$ cat src/hw/rtl/scl_pkg.sv
// ----------------------------------------------------------------------------
// scl_pkg: shared types, codes and lexing functions
// Mode encoding, token record, lexer state and the per-character step that the
// front end chains and the end-of-stream close.
// ----------------------------------------------------------------------------
package scl_pkg;

    localparam int POS_W      = 20;
    localparam int LINE_W     = 16;
    localparam int WORD_BUF   = 7;
    localparam int WL_W       = $clog2(WORD_BUF + 2);
    localparam int WI_W       = $clog2(WORD_BUF);
    localparam int MAX_TOK    = 3;
    localparam int CNT_W      = $clog2(MAX_TOK + 1);
    localparam int FIFO_DEPTH = 4;
    localparam int FP_W       = $clog2(FIFO_DEPTH);
    localparam int NUM_KW     = 45;
    localparam int STEPS      = 4;

    typedef logic [6:0]        kind_t;
    typedef logic [2:0]        err_t;
    typedef logic [POS_W-1:0]  pos_t;
    typedef logic [LINE_W-1:0] line_t;

    localparam line_t LINE_MAX = '1;

    localparam err_t E_NONE    = 3'd0;
    localparam err_t E_COMMENT = 3'd1;
    localparam err_t E_BIN     = 3'd2;
    localparam err_t E_HEX     = 3'd3;
    localparam err_t E_BANG    = 3'd4;
    localparam err_t E_STRING  = 3'd5;
    localparam err_t E_UNKNOWN = 3'd6;

    localparam kind_t K_NAME    = 7'd0;
    localparam kind_t K_BIN     = 7'd46;
    localparam kind_t K_HEX     = 7'd47;
    localparam kind_t K_DEC     = 7'd48;
    localparam kind_t K_FLOAT   = 7'd49;
    localparam kind_t K_LPAREN  = 7'd51;
    localparam kind_t K_RPAREN  = 7'd52;
    localparam kind_t K_LBRACK  = 7'd53;
    localparam kind_t K_RBRACK  = 7'd54;
    localparam kind_t K_LBRACE  = 7'd55;
    localparam kind_t K_RBRACE  = 7'd56;
    localparam kind_t K_COMMA   = 7'd57;
    localparam kind_t K_DOT     = 7'd58;
    localparam kind_t K_COLON   = 7'd59;
    localparam kind_t K_SEMI    = 7'd60;
    localparam kind_t K_AMP     = 7'd61;
    localparam kind_t K_AT      = 7'd62;
    localparam kind_t K_PERCENT = 7'd63;
    localparam kind_t K_DQSTR   = 7'd64;
    localparam kind_t K_SQSTR   = 7'd65;
    localparam kind_t K_EQEQ    = 7'd66;
    localparam kind_t K_ASSIGN  = 7'd67;
    localparam kind_t K_LE      = 7'd68;
    localparam kind_t K_SWAP    = 7'd69;
    localparam kind_t K_LT      = 7'd70;
    localparam kind_t K_GE      = 7'd71;
    localparam kind_t K_GT      = 7'd72;
    localparam kind_t K_PLUSEQ  = 7'd73;
    localparam kind_t K_PLUS    = 7'd74;
    localparam kind_t K_MINUSEQ = 7'd75;
    localparam kind_t K_ARROW   = 7'd76;
    localparam kind_t K_MINUS   = 7'd77;
    localparam kind_t K_STAREQ  = 7'd78;
    localparam kind_t K_STAR    = 7'd79;
    localparam kind_t K_SLASHEQ = 7'd80;
    localparam kind_t K_SLASH   = 7'd81;
    localparam kind_t K_NE      = 7'd82;
    localparam kind_t K_EOF     = 7'd83;

    typedef enum logic [4:0] {
        M_IDLE, M_SLASH, M_BLOCK, M_BLOCK_STAR, M_LINE, M_ZERO, M_BIN0, M_BIN,
        M_HEX0, M_HEX, M_DEC, M_FRAC, M_WORD, M_DQ, M_SQ, M_EQ, M_LT, M_LTDASH,
        M_GT, M_PLUS, M_MINUS, M_STAR, M_BANG
    } mode_t;

    // keyword text is right-justified: last character in the low byte
    localparam logic [NUM_KW-1:0][55:0] KW_TEXT = {
        56'("xor"),  56'("while"), 56'("use"),   56'("type"),   56'("true"),
        56'("struct"), 56'("stack!"), 56'("self"), 56'("return"), 56'("or"),
        56'("null"), 56'("not"),   56'("none"),  56'("macro"),  56'("in"),
        56'("if"),   56'("heap!"), 56'("globals"), 56'("for"),  56'("false"),
        56'("else"), 56'("elif"),  56'("cast!"), 56'("and"),    56'("char"),
        56'("float"), 56'("f128"), 56'("f64"),   56'("f32"),    56'("f16"),
        56'("f8"),   56'("uint"),  56'("u128"),  56'("u64"),    56'("u32"),
        56'("u16"),  56'("u8"),    56'("int"),   56'("i128"),   56'("i64"),
        56'("i32"),  56'("i16"),   56'("i8"),    56'("bool"),   56'("fn")
    };

    localparam logic [NUM_KW-1:0][3:0] KW_LEN = {
        4'd3, 4'd5, 4'd3, 4'd4, 4'd4, 4'd6, 4'd6, 4'd4, 4'd6, 4'd2,
        4'd4, 4'd3, 4'd4, 4'd5, 4'd2, 4'd2, 4'd5, 4'd7, 4'd3, 4'd5,
        4'd4, 4'd4, 4'd5, 4'd3, 4'd4, 4'd5, 4'd4, 4'd3, 4'd3, 4'd3,
        4'd2, 4'd4, 4'd4, 4'd3, 4'd3, 4'd3, 4'd2, 4'd3, 4'd4, 4'd3,
        4'd3, 4'd3, 4'd2, 4'd4, 4'd2
    };

    typedef struct packed {
        mode_t                      mode;
        logic [WORD_BUF-1:0][7:0]   wchars;
        logic [WL_W-1:0]            wlen;
        logic                       bang;
        pos_t                       pos;
        line_t                      line;
        line_t                      col;
        pos_t                       tstart;
        line_t                      tline;
        line_t                      tcol;
        logic                       halted;
    } lex_state_t;

    localparam lex_state_t LEX_RESET = '{
        mode: M_IDLE, wchars: '0, wlen: '0, bang: 1'b0, pos: '0,
        line: line_t'(1), col: line_t'(1), tstart: '0,
        tline: line_t'(1), tcol: line_t'(1), halted: 1'b0
    };

    typedef struct packed {
        kind_t  kind;
        pos_t   start_pos;
        pos_t   end_pos;
        line_t  line_number;
        line_t  column_number;
        err_t   error_code;
        logic   last_token;
    } token_t;

    typedef struct packed {
        lex_state_t st;
        logic       emit;
        token_t     tk;
        logic       again;
    } step_t;

    typedef struct packed {
        logic [CNT_W-1:0]          count;
        token_t [MAX_TOK-1:0]      toks;
    } bundle_t;

    typedef struct packed {
        logic full;
        logic empty;
    } q_status_t;

    function automatic line_t sat_inc(line_t v);
        return (v == LINE_MAX) ? v : v + line_t'(1);
    endfunction

    function automatic logic is_digit(logic [7:0] c);
        return c inside {[8'h30:8'h39]};
    endfunction

    function automatic logic is_alpha(logic [7:0] c);
        return c inside {[8'h61:8'h7a], [8'h41:8'h5a]};
    endfunction

    function automatic logic is_word(logic [7:0] c);
        return is_alpha(c) || is_digit(c) || c == "_" || c == "!";
    endfunction

    function automatic logic is_hex(logic [7:0] c);
        return is_digit(c) || c inside {[8'h61:8'h66], [8'h41:8'h46]} || c == "_";
    endfunction

    function automatic kind_t single_kind(logic [7:0] c);
        kind_t k;
        case (c)
            "(":     k = K_LPAREN;
            ")":     k = K_RPAREN;
            "[":     k = K_LBRACK;
            "]":     k = K_RBRACK;
            "{":     k = K_LBRACE;
            "}":     k = K_RBRACE;
            ",":     k = K_COMMA;
            ".":     k = K_DOT;
            ":":     k = K_COLON;
            ";":     k = K_SEMI;
            "&":     k = K_AMP;
            "@":     k = K_AT;
            "%":     k = K_PERCENT;
            default: k = K_NAME;
        endcase
        return k;
    endfunction

    // parallel compare against every keyword; K_NAME when none matches
    function automatic kind_t kw_lookup(lex_state_t s);
        kind_t k;
        logic  hit;
        k = K_NAME;
        for (int i = 0; i < NUM_KW; i++)
        begin
            hit = (s.wlen == WL_W'(KW_LEN[i]));
            for (int j = 0; j < WORD_BUF; j++)
            begin
                if (j < int'(KW_LEN[i]) &&
                    s.wchars[j] != KW_TEXT[i][8*(int'(KW_LEN[i])-1-j) +: 8])
                begin
                    hit = 1'b0;
                end
            end
            if (hit)
            begin
                k = kind_t'(i + 1);
            end
        end
        return k;
    endfunction

    function automatic token_t mk_tok(lex_state_t s, kind_t k, pos_t e, err_t er);
        token_t t;
        t.kind          = k;
        t.start_pos     = s.tstart;
        t.end_pos       = e;
        t.line_number   = s.tline;
        t.column_number = s.tcol;
        t.error_code    = er;
        t.last_token    = 1'b0;
        return t;
    endfunction

    function automatic step_t do_tok(step_t r, kind_t k, pos_t e);
        step_t o;
        o         = r;
        o.emit    = 1'b1;
        o.tk      = mk_tok(r.st, k, e, E_NONE);
        o.st.mode = M_IDLE;
        return o;
    endfunction

    function automatic step_t do_fail(step_t r, err_t er, pos_t e);
        step_t o;
        o           = r;
        o.emit      = 1'b1;
        o.tk        = mk_tok(r.st, K_NAME, e, er);
        o.st.mode   = M_IDLE;
        o.st.halted = 1'b1;
        return o;
    endfunction

    function automatic step_t finish_word(step_t r, pos_t e);
        kind_t k;
        step_t o;
        k = kw_lookup(r.st);
        if (k != K_NAME)
            o = do_tok(r, k, e);
        else if (r.st.bang)
            o = do_fail(r, E_BANG, e);
        else
            o = do_tok(r, K_NAME, e);
        return o;
    endfunction

    // emit '<' now and leave a '-' token pending one place on
    function automatic step_t split_swap(step_t r);
        step_t o;
        o           = do_tok(r, K_LT, r.st.tstart + pos_t'(1));
        o.st.tstart = r.st.tstart + pos_t'(1);
        o.st.tcol   = sat_inc(r.st.tcol);
        o.st.mode   = M_MINUS;
        return o;
    endfunction

    function automatic step_t blank_step(lex_state_t s);
        step_t r;
        r.st    = s;
        r.emit  = 1'b0;
        r.tk    = '0;
        r.again = 1'b0;
        return r;
    endfunction

    // one pass of the lexer over character c at offset p
    function automatic step_t handle(lex_state_t s, logic [7:0] c, pos_t p);
        step_t r;
        pos_t  p1;
        r  = blank_step(s);
        p1 = p + pos_t'(1);
        case (s.mode)
            M_IDLE:
            begin
                r.st.tstart = p;
                r.st.tline  = s.line;
                r.st.tcol   = s.col;
                if (c == " " || c == "\n")
                    r.st.mode = M_IDLE;
                else if (c == "0")
                    r.st.mode = M_ZERO;
                else if (is_digit(c))
                    r.st.mode = M_DEC;
                else if (is_alpha(c) || c == "_")
                begin
                    r.st.wchars[0] = c;
                    r.st.wlen      = WL_W'(1);
                    r.st.bang      = 1'b0;
                    r.st.mode      = M_WORD;
                end
                else if (single_kind(c) != K_NAME)
                    r = do_tok(r, single_kind(c), p1);
                else
                begin
                    case (c)
                        "\"":    r.st.mode = M_DQ;
                        "'":     r.st.mode = M_SQ;
                        "=":     r.st.mode = M_EQ;
                        "<":     r.st.mode = M_LT;
                        ">":     r.st.mode = M_GT;
                        "+":     r.st.mode = M_PLUS;
                        "-":     r.st.mode = M_MINUS;
                        "*":     r.st.mode = M_STAR;
                        "/":     r.st.mode = M_SLASH;
                        "!":     r.st.mode = M_BANG;
                        default: r = do_fail(r, E_UNKNOWN, p1);
                    endcase
                end
            end
            M_SLASH:
            begin
                if (c == "*")
                    r.st.mode = M_BLOCK_STAR;
                else if (c == "/")
                    r.st.mode = M_LINE;
                else if (c == "=")
                    r = do_tok(r, K_SLASHEQ, p1);
                else
                begin
                    r       = do_tok(r, K_SLASH, p);
                    r.again = 1'b1;
                end
            end
            M_BLOCK, M_BLOCK_STAR:
            begin
                if (s.mode == M_BLOCK_STAR && c == "/")
                    r.st.mode = M_IDLE;
                else
                    r.st.mode = (c == "*") ? M_BLOCK_STAR : M_BLOCK;
            end
            M_LINE:
            begin
                if (c == "\n")
                    r.st.mode = M_IDLE;
            end
            M_ZERO:
            begin
                if (c == "b" || c == "B")
                    r.st.mode = M_BIN0;
                else if (c == "x" || c == "X")
                    r.st.mode = M_HEX0;
                else
                begin
                    r.st.mode = M_DEC;
                    r.again   = 1'b1;
                end
            end
            M_BIN0, M_BIN:
            begin
                if (c == "0" || c == "1" || c == "_")
                    r.st.mode = M_BIN;
                else if (s.mode == M_BIN0)
                    r = do_fail(r, E_BIN, p);
                else
                begin
                    r       = do_tok(r, K_BIN, p);
                    r.again = 1'b1;
                end
            end
            M_HEX0, M_HEX:
            begin
                if (is_hex(c))
                    r.st.mode = M_HEX;
                else if (s.mode == M_HEX0)
                    r = do_fail(r, E_HEX, p);
                else
                begin
                    r       = do_tok(r, K_HEX, p);
                    r.again = 1'b1;
                end
            end
            M_DEC:
            begin
                if (is_digit(c) || c == "_")
                    r.st.mode = M_DEC;
                else if (c == ".")
                    r.st.mode = M_FRAC;
                else
                begin
                    r       = do_tok(r, K_DEC, p);
                    r.again = 1'b1;
                end
            end
            M_FRAC:
            begin
                if (!(is_digit(c) || c == "_"))
                begin
                    r       = do_tok(r, K_FLOAT, p);
                    r.again = 1'b1;
                end
            end
            M_WORD:
            begin
                if (is_word(c))
                begin
                    if (s.wlen < WL_W'(WORD_BUF))
                        r.st.wchars[s.wlen[WI_W-1:0]] = c;
                    if (s.wlen <= WL_W'(WORD_BUF))
                        r.st.wlen = s.wlen + WL_W'(1);
                    if (c == "!")
                        r.st.bang = 1'b1;
                end
                else
                begin
                    r       = finish_word(r, p);
                    r.again = !r.st.halted;
                end
            end
            M_DQ:
            begin
                if (c == "\"")
                    r = do_tok(r, K_DQSTR, p1);
            end
            M_SQ:
            begin
                if (c == "'")
                    r = do_tok(r, K_SQSTR, p1);
            end
            M_EQ:
            begin
                if (c == "=")
                    r = do_tok(r, K_EQEQ, p1);
                else
                begin
                    r       = do_tok(r, K_ASSIGN, p);
                    r.again = 1'b1;
                end
            end
            M_LT:
            begin
                if (c == "=")
                    r = do_tok(r, K_LE, p1);
                else if (c == "-")
                    r.st.mode = M_LTDASH;
                else
                begin
                    r       = do_tok(r, K_LT, p);
                    r.again = 1'b1;
                end
            end
            M_LTDASH:
            begin
                if (c == ">")
                    r = do_tok(r, K_SWAP, p1);
                else
                begin
                    r       = split_swap(r);
                    r.again = 1'b1;
                end
            end
            M_GT:
            begin
                if (c == "=")
                    r = do_tok(r, K_GE, p1);
                else
                begin
                    r       = do_tok(r, K_GT, p);
                    r.again = 1'b1;
                end
            end
            M_PLUS:
            begin
                if (c == "=")
                    r = do_tok(r, K_PLUSEQ, p1);
                else
                begin
                    r       = do_tok(r, K_PLUS, p);
                    r.again = 1'b1;
                end
            end
            M_MINUS:
            begin
                if (c == "=")
                    r = do_tok(r, K_MINUSEQ, p1);
                else if (c == ">")
                    r = do_tok(r, K_ARROW, p1);
                else
                begin
                    r       = do_tok(r, K_MINUS, p);
                    r.again = 1'b1;
                end
            end
            M_STAR:
            begin
                if (c == "=")
                    r = do_tok(r, K_STAREQ, p1);
                else
                begin
                    r       = do_tok(r, K_STAR, p);
                    r.again = 1'b1;
                end
            end
            M_BANG:
            begin
                if (c == "=")
                    r = do_tok(r, K_NE, p1);
                else
                    r = do_fail(r, E_BANG, p);
            end
            default:
            begin
                r.st.mode = M_IDLE;
                r.again   = 1'b1;
            end
        endcase
        return r;
    endfunction

    // close the pending token at end of stream; again set after a '<-' split
    function automatic step_t fin_step(lex_state_t s, pos_t e);
        step_t r;
        r = blank_step(s);
        case (s.mode)
            M_ZERO, M_DEC:         r = do_tok(r, K_DEC, e);
            M_BIN:                 r = do_tok(r, K_BIN, e);
            M_HEX:                 r = do_tok(r, K_HEX, e);
            M_FRAC:                r = do_tok(r, K_FLOAT, e);
            M_BIN0:                r = do_fail(r, E_BIN, e);
            M_HEX0:                r = do_fail(r, E_HEX, e);
            M_WORD:                r = finish_word(r, e);
            M_DQ, M_SQ:            r = do_fail(r, E_STRING, e);
            M_BLOCK, M_BLOCK_STAR: r = do_fail(r, E_COMMENT, e);
            M_EQ:                  r = do_tok(r, K_ASSIGN, e);
            M_LT:                  r = do_tok(r, K_LT, e);
            M_LTDASH:
            begin
                r       = split_swap(r);
                r.again = 1'b1;
            end
            M_GT:                  r = do_tok(r, K_GT, e);
            M_PLUS:                r = do_tok(r, K_PLUS, e);
            M_MINUS:               r = do_tok(r, K_MINUS, e);
            M_STAR:                r = do_tok(r, K_STAR, e);
            M_SLASH:               r = do_tok(r, K_SLASH, e);
            M_BANG:                r = do_fail(r, E_BANG, e);
            default:               r = blank_step(s);
        endcase
        return r;
    endfunction

endpackage

$ cat src/hw/rtl/scl_if.sv
// ----------------------------------------------------------------------------
// scl_if: stream channels of the lexer
// Character channel in and token channel out, valid/ready handshake.
// ----------------------------------------------------------------------------
interface scl_char_if;
    logic       valid;
    logic       ready;
    logic [7:0] char_code;
    logic       last_char;

    modport source (output valid, output char_code, output last_char, input ready);
    modport sink   (input valid, input char_code, input last_char, output ready);
endinterface

interface scl_token_if;
    logic                 valid;
    logic                 ready;
    scl_pkg::kind_t       token_kind;
    scl_pkg::pos_t        start_pos;
    scl_pkg::pos_t        end_pos;
    scl_pkg::line_t       line_number;
    scl_pkg::line_t       column_number;
    scl_pkg::err_t        error_code;
    logic                 last_token;

    modport source (output valid, output token_kind, output start_pos, output end_pos,
                    output line_number, output column_number, output error_code,
                    output last_token, input ready);
    modport sink   (input valid, input token_kind, input start_pos, input end_pos,
                    input line_number, input column_number, input error_code,
                    input last_token, output ready);
endinterface

$ cat src/hw/rtl/scl_front.sv
// ----------------------------------------------------------------------------
// scl_front: character intake and lexing
// Runs the lexer over one character a cycle while the queue is not full;
// pushes the tokens it closes, as one word of up to three, into the queue.
// ----------------------------------------------------------------------------
module scl_front
(
    input  logic               clk,
    input  logic               rst_n,
    scl_char_if.sink           chars,
    input  scl_pkg::q_status_t qs,
    output logic               push,
    output scl_pkg::bundle_t   bundle
);

    scl_pkg::lex_state_t st_reg;
    scl_pkg::lex_state_t st_next;
    scl_pkg::lex_state_t st;
    scl_pkg::step_t      r;
    scl_pkg::bundle_t    b;
    logic                run;
    logic                take;

    assign chars.ready = !qs.full;
    assign take        = chars.valid && chars.ready;

    always_comb
    begin
        b   = '0;
        st  = st_reg;
        run = !st_reg.halted;
        r   = scl_pkg::blank_step(st_reg);
        for (int i = 0; i < scl_pkg::STEPS; i++)
        begin
            if (run)
            begin
                r  = scl_pkg::handle(st, chars.char_code, st.pos);
                st = r.st;
                if (r.emit && b.count < scl_pkg::CNT_W'(scl_pkg::MAX_TOK))
                begin
                    b.toks[b.count[1:0]] = r.tk;
                    b.count              = b.count + 1'b1;
                end
                run = r.again && !r.st.halted;
            end
        end

        st.pos = st.pos + scl_pkg::pos_t'(1);
        if (chars.char_code == "\n")
        begin
            st.line = scl_pkg::sat_inc(st.line);
            st.col  = scl_pkg::line_t'(1);
        end
        else
        begin
            st.col = scl_pkg::sat_inc(st.col);
        end

        if (chars.last_char)
        begin
            if (!st.halted)
            begin
                for (int i = 0; i < 2; i++)
                begin
                    if (i == 0 || r.again)
                    begin
                        r  = scl_pkg::fin_step(st, st.pos);
                        st = r.st;
                        if (r.emit && b.count < scl_pkg::CNT_W'(scl_pkg::MAX_TOK))
                        begin
                            b.toks[b.count[1:0]] = r.tk;
                            b.count              = b.count + 1'b1;
                        end
                    end
                end
            end
            if (b.count == '0)
            begin
                b.toks[0]               = '0;
                b.toks[0].kind          = scl_pkg::K_EOF;
                b.toks[0].start_pos     = st.pos;
                b.toks[0].end_pos       = st.pos;
                b.toks[0].line_number   = st.line;
                b.toks[0].column_number = st.col;
                b.toks[0].error_code    = scl_pkg::E_NONE;
                b.count                 = scl_pkg::CNT_W'(1);
            end
            b.toks[b.count[1:0] - 2'd1].last_token = 1'b1;
            st = scl_pkg::LEX_RESET;
        end

        st_next = take ? st : st_reg;
    end

    assign push   = take && (b.count != '0);
    assign bundle = b;

    always_ff @(posedge clk or negedge rst_n)
    begin
        if (!rst_n)
            st_reg <= scl_pkg::LEX_RESET;
        else
            st_reg <= st_next;
    end

endmodule

$ cat src/hw/rtl/scl_queue.sv
// ----------------------------------------------------------------------------
// scl_queue: token word queue
// Short FIFO of token words between the lexer front end and the output side.
// ----------------------------------------------------------------------------
module scl_queue
(
    input  logic                clk,
    input  logic                rst_n,
    input  logic                push,
    input  scl_pkg::bundle_t    push_data,
    input  logic                pop,
    output scl_pkg::bundle_t    head,
    output scl_pkg::q_status_t  qs
);

    scl_pkg::bundle_t                  mem [scl_pkg::FIFO_DEPTH];
    logic [scl_pkg::FP_W-1:0]          wr_reg;
    logic [scl_pkg::FP_W-1:0]          rd_reg;
    logic [scl_pkg::FP_W:0]            cnt_reg;
    logic [scl_pkg::FP_W-1:0]          wr_next;
    logic [scl_pkg::FP_W-1:0]          rd_next;
    logic [scl_pkg::FP_W:0]            cnt_next;

    assign qs.full  = (cnt_reg == (scl_pkg::FP_W+1)'(scl_pkg::FIFO_DEPTH));
    assign qs.empty = (cnt_reg == '0);
    assign head     = mem[rd_reg];

    always_comb
    begin
        wr_next  = wr_reg + (push ? 1'b1 : 1'b0);
        rd_next  = rd_reg + (pop ? 1'b1 : 1'b0);
        cnt_next = cnt_reg + (push ? 1'b1 : 1'b0) - (pop ? 1'b1 : 1'b0);
    end

    always_ff @(posedge clk)
    begin
        if (push)
            mem[wr_reg] <= push_data;
    end

    always_ff @(posedge clk or negedge rst_n)
    begin
        if (!rst_n)
        begin
            wr_reg  <= '0;
            rd_reg  <= '0;
            cnt_reg <= '0;
        end
        else
        begin
            wr_reg  <= wr_next;
            rd_reg  <= rd_next;
            cnt_reg <= cnt_next;
        end
    end

endmodule

$ cat src/hw/rtl/scl_back.sv
// ----------------------------------------------------------------------------
// scl_back: token output
// Walks the head word's tokens onto the token channel, one per ready cycle.
// ----------------------------------------------------------------------------
module scl_back
(
    input  logic               clk,
    input  logic               rst_n,
    input  scl_pkg::bundle_t   head,
    input  scl_pkg::q_status_t qs,
    output logic               pop,
    scl_token_if.source        tokens
);

    logic [1:0]       idx_reg;
    logic [1:0]       idx_next;
    scl_pkg::token_t  tk;
    logic             fire;
    logic             at_end;

    assign tk     = head.toks[idx_reg];
    assign fire   = tokens.valid && tokens.ready;
    assign at_end = (idx_reg == head.count[1:0] - 2'd1);
    assign pop    = fire && at_end;

    assign tokens.valid         = !qs.empty;
    assign tokens.token_kind    = tk.kind;
    assign tokens.start_pos     = tk.start_pos;
    assign tokens.end_pos       = tk.end_pos;
    assign tokens.line_number   = tk.line_number;
    assign tokens.column_number = tk.column_number;
    assign tokens.error_code    = tk.error_code;
    assign tokens.last_token    = tk.last_token;

    always_comb
    begin
        idx_next = idx_reg;
        if (fire)
            idx_next = at_end ? 2'd0 : idx_reg + 2'd1;
    end

    always_ff @(posedge clk or negedge rst_n)
    begin
        if (!rst_n)
            idx_reg <= '0;
        else
            idx_reg <= idx_next;
    end

endmodule

$ cat src/hw/rtl/source_char_lexer_core.sv
// Path: a token closed by an accepted character is written into the queue
//   and offered on the token channel from there.
// Flow: one character per cycle while the queue is not full; a four-word queue
//   absorbs characters that close two or three tokens at once.
// Reset: asynchronous, clears the lexer state and the queue; no clearing pass.
// ----------------------------------------------------------------------------
// source_char_lexer_core: streaming source lexer
// Front end lexes characters, queue decouples, back end serialises tokens.
// ----------------------------------------------------------------------------
module source_char_lexer_core
(
    input  logic         clk,
    input  logic         rst_n,
    scl_char_if.sink     chars,
    scl_token_if.source  tokens
);

    scl_pkg::q_status_t qs;
    scl_pkg::bundle_t   push_data;
    scl_pkg::bundle_t   head;
    logic               push;
    logic               pop;

    scl_front u_front
    (
        .clk    (clk),
        .rst_n  (rst_n),
        .chars  (chars),
        .qs     (qs),
        .push   (push),
        .bundle (push_data)
    );

    scl_queue u_queue
    (
        .clk       (clk),
        .rst_n     (rst_n),
        .push      (push),
        .push_data (push_data),
        .pop       (pop),
        .head      (head),
        .qs        (qs)
    );

    scl_back u_back
    (
        .clk    (clk),
        .rst_n  (rst_n),
        .head   (head),
        .qs     (qs),
        .pop    (pop),
        .tokens (tokens)
    );

endmodule

$ cat src/flat_wrapper.sv
// flat-port wrapper written by rule: the top's interface ports become plain ports
module source_char_lexer_core_flat 
  (clk, rst_n, chars_valid, chars_char_code, chars_last_char, chars_ready, tokens_valid, tokens_token_kind, tokens_start_pos, tokens_end_pos, tokens_line_number, tokens_column_number, tokens_error_code, tokens_last_token, tokens_ready);
  scl_char_if chars_i ();
  scl_token_if tokens_i ();
  input  logic clk;
  input  logic rst_n;
  input wire logic [$bits(chars_i.valid)-1:0] chars_valid;
  input wire logic [$bits(chars_i.char_code)-1:0] chars_char_code;
  input wire logic [$bits(chars_i.last_char)-1:0] chars_last_char;
  output wire logic [$bits(chars_i.ready)-1:0] chars_ready;
  output wire logic [$bits(tokens_i.valid)-1:0] tokens_valid;
  output wire logic [$bits(tokens_i.token_kind)-1:0] tokens_token_kind;
  output wire logic [$bits(tokens_i.start_pos)-1:0] tokens_start_pos;
  output wire logic [$bits(tokens_i.end_pos)-1:0] tokens_end_pos;
  output wire logic [$bits(tokens_i.line_number)-1:0] tokens_line_number;
  output wire logic [$bits(tokens_i.column_number)-1:0] tokens_column_number;
  output wire logic [$bits(tokens_i.error_code)-1:0] tokens_error_code;
  output wire logic [$bits(tokens_i.last_token)-1:0] tokens_last_token;
  input wire logic [$bits(tokens_i.ready)-1:0] tokens_ready;
  assign chars_i.valid = chars_valid;
  assign chars_i.char_code = chars_char_code;
  assign chars_i.last_char = chars_last_char;
  assign chars_ready = chars_i.ready;
  assign tokens_valid = tokens_i.valid;
  assign tokens_token_kind = tokens_i.token_kind;
  assign tokens_start_pos = tokens_i.start_pos;
  assign tokens_end_pos = tokens_i.end_pos;
  assign tokens_line_number = tokens_i.line_number;
  assign tokens_column_number = tokens_i.column_number;
  assign tokens_error_code = tokens_i.error_code;
  assign tokens_last_token = tokens_i.last_token;
  assign tokens_i.ready = tokens_ready;
  source_char_lexer_core u_core (.clk(clk), .rst_n(rst_n), .chars(chars_i), .tokens(tokens_i));
endmodule
$ cat config.mk
export PLATFORM = sky130hd
export DESIGN_NAME = source_char_lexer_core_flat
export DESIGN_NICKNAME = d
export VERILOG_FILES = /design/src/hw/rtl/scl_pkg.sv /design/src/hw/rtl/scl_if.sv /design/src/hw/rtl/scl_front.sv /design/src/hw/rtl/scl_queue.sv /design/src/hw/rtl/scl_back.sv /design/src/hw/rtl/source_char_lexer_core.sv /design/src/flat_wrapper.sv
export SDC_FILE = /design/constraint.sdc
export NUM_CORES = 2
export LEC_CHECK = 0
export ABC_AREA = 0
export BUFFER_PORTS_ARGS = -buffer_cell sky130_fd_sc_hd__buf_2
export CAP_MARGIN = 20
export CELL_PAD_IN_SITES_DETAIL_PLACEMENT = 1
export CELL_PAD_IN_SITES_GLOBAL_PLACEMENT = 1
export CORE_MARGIN = 4
export CORE_UTILIZATION = 30
export DETAILED_ROUTE_END_ITERATION = 12
export PLACE_DENSITY_LB_ADDON = 0.1
export SLEW_MARGIN = 20
export SYNTH_ARGS = -nofsm -noshare
export SYNTH_HDL_FRONTEND = slang
export SYNTH_SLANG_ARGS = --single-unit
$ cat constraint.sdc
create_clock -name clk -period 24.8 [get_ports clk]
set_clock_uncertainty 0.05 [all_clocks]
set_input_delay 0 -clock clk [delete_from_list [all_inputs] [get_ports clk]]
set_output_delay 0 -clock clk [all_outputs]
set_load 0.005 [all_outputs]
==> out/results.txt <==
status = finished clean
Buf/Inv on CP = 7
Max clock buf depth = 3
CTS tree = built
Tot Pwr = 0.00898 W
fillers = 27272
Worst Hold Class = input port to flop
Sink Count = 1184
most frequent cells in the layout = edfxtp_1, nand2_1, o21ai_0
Finished Layout Cells = 10748
Skew-Pair Late Insertion Delay = 0.85 ns
Syn Nets = 7409
CP max stage delay = 0.99 ns
Mapped Area = 74300 sq um
synth warn = 0
Port Buf Inserts = 97
post-synthesis cell type count = 123
gr usage total = 32.1%
maximum vdd drop = 0.0789 mV
initial antenna violation count = 25
Arr. time, crit path = 13.56 ns
crit share post-route = 53.0%
Mean Syn Cell Area = 10.1 sq um
Routability Congestion = 1.02
crit path max fanout = 29
Initial Utilization = 30.2%
Post-Syn Instances = 7356
DR iter-0 viols = 8687
Crit. path cell count = 38
Hold Path Depth = 6
max-slew violation count = 0
Worst slew margin = 16.0%
GR Overflow Total = 0
Die Footprint = 256000 sq um
Detailed Routing Iterations Pass 1 = 6
total core area = 246000 sq um
endpoints failing setup = 0
ys async rst share = 15.2%
dominant synthesized flop cell = edfxtp_1
Post-CTS Setup Inserts = 0
setup ws final = 11.66 ns
max_cap viols = 0
die height = 506 um
unrepaired setup endpoints after global routing = false
DIE WIDTH = 506 um
commonest non-fill, non-tap cell in the layout = edfxtp_1
vias in the first global route = 69876
fmax = 0.0761 GHz
Root Driver = clkbuf_16
Worst Setup Path Type = flop to flop
Inserted Clock Buffers = 141
delay-heaviest family, CP = simple AND/OR/NAND/NOR gates
Cell Count Post-Placement = 10467
post-synthesis sequential area ratio = 46.7%
setup tns final = 0 ns
area delta synth->final = 13.3%
crit path capture type = flop
nets = 7367
slew at the pin closest to its max-slew limit = 1.26 ns
DRT antenna net count = 0
Seq. cell area = 34700 sq um
first-pass GRT wire length = 586000 um
largest net degree at the start of global routing = 128
dpl ws = 11.96 ns
drt via density = 6.49
Routed Wire Length = 424000 um
clock-pin transition on the worst setup and hold timing paths = 0.06 ns
Detail Placement HPWL = 310000 um
max reg flops = 1004
flip-flop and latch count after synthesis = 1184
Leak Pwr = 26.9 nW
Post-route DRC = 0
layout cell share with drive strength beyond 1 = 14.5%
Final Hold Viols = 0
row count = 182
slowest CP cell = o21bai_1
Routed WL per cell = 39.5 um
Tmin final = 13.14 ns
crit start category = flop
pwr dens = 107 nW/um^2
Post-synth EDFFs = 1004
detailed-route via count = 69801
Top-Level Pins = 98
area of the multi-input gates = 37300 sq um
CP Data Required Time = 25.22 ns
CTS H-tree depth = 4
Worst R2R Path Depth = 38
[routing by layer]
metal  up-vias  routed length [um]  track usage [%]
li1      28842                   -                -
met1     36198              174000             42.0
met2      3654              189000             49.9
met3      1095               31100             5.78
met4        12               29400             18.7
met5         -                  80                0
[tightest hold or removal path: cells and delay by family]
kind                   cells  cell delay, ns
buffers and inverters      1            0.26
AO/OA/AOI/OAI              3            0.39
AND/OR/NAND/NOR            2            0.41
[per-stage QoR]
step	hold WS (ns)	area (sq um)	util (%)
floorplan	-0.346	74300	-
CTS	0.199	84100	34.2
global placement	0.0463	79400	32.3
global route	0.222	84100	34.2
detailed placement	0.0585	79500	32.3
finish	0.217	84200	34.2
[worst paths after layout]
kind | slack [ns] | from | end
max in group asynchronous | 22.59 | rst_n | u_core.u_queue.rd_reg[0]
min in group asynchronous | 0.42 | rst_n | u_core.u_front.st_reg[110]
max reg2reg | 11.66 | u_core.u_front.st_reg[107] | u_core.u_queue.mem[2][137]
min reg2reg | 0.43 | u_core.u_front.st_reg[163] | u_core.u_front.st_reg[163]
max | 11.66 | u_core.u_front.st_reg[107] | u_core.u_queue.mem[2][137]
min | 0.22 | chars_char_code[7] | u_core.u_front.st_reg[109]
[synth_stat cells (47+ instances only)]
master / instances / area (sq um)
o211ai_1: 52 / 390
mux2i_1: 134 / 1340
clkbuf_1: 470 / 1760
xnor2_1: 83 / 727
nor2_1: 611 / 2290
nand2b_1: 52 / 325
nor4_1: 96 / 601
a22o_1: 114 / 998
nand4_1: 117 / 732
or3_1: 60 / 375
inv_1: 90 / 338
o221ai_1: 56 / 490
nor3_1: 214 / 1070
and3_1: 77 / 482
o21ai_0: 608 / 3040
buf_2: 52 / 260
a31oi_1: 96 / 601
dfrtp_1: 176 / 4400
xor2_1: 48 / 420
a211oi_1: 58 / 435
nand2_1: 785 / 2950
a21oi_1: 453 / 2270
nor2b_1: 47 / 294
buf_1: 90 / 338
edfxtp_1: 1004 / 30100
o22ai_1: 155 / 970
nand3_1: 227 / 1140
a22oi_1: 156 / 1170
and2_1: 53 / 332
mux4_2: 251 / 5650
a221oi_1: 57 / 499
[timing repair]
item | CTS | global route
gates resized for setup | 0 | 0
hold endpoints to repair | 220 | 0
hold buffers | 15 | 0
[area by class of cell]
| cell class | instances | area share, % |
|---|---|---|
| Antenna cell | 12 | 0.0357 |
| Clock buffer | 176 | 4.35 |
| Clock inverter | 77 | 0.911 |
| Inverter | 97 | 0.433 |
| Multi-Input combinational cell | 5455 | 44.3 |
| Sequential cell | 1184 | 41.2 |
| Tap cell | 3312 | 4.92 |
| Timing Repair Buffer | 435 | 3.81 |
[cells by family after synthesis]
logic type | Yosys count | share of synthesized area [%]
AO/OA/AOI/OAI | 2337 | 21.1
XOR/XNOR | 131 | 1.54
adder cells (fa/ha/maj) | 40 | 0.684
buffers and inverters | 717 | 3.77
flip-flops | 1184 | 46.7
multiplexers | 394 | 9.55
AND/OR/NAND/NOR | 2553 | 16.7
[where the power goes]
group	switching, W	total (W)	internal, W	leakage, nW
combinational	0.00301	0.00421	0.00119	12.9
sequential	0.000159	0.00277	0.00261	11.9
clock	0.000893	0.00200	0.00111	2.12
(Power assumes the default switching activity.)
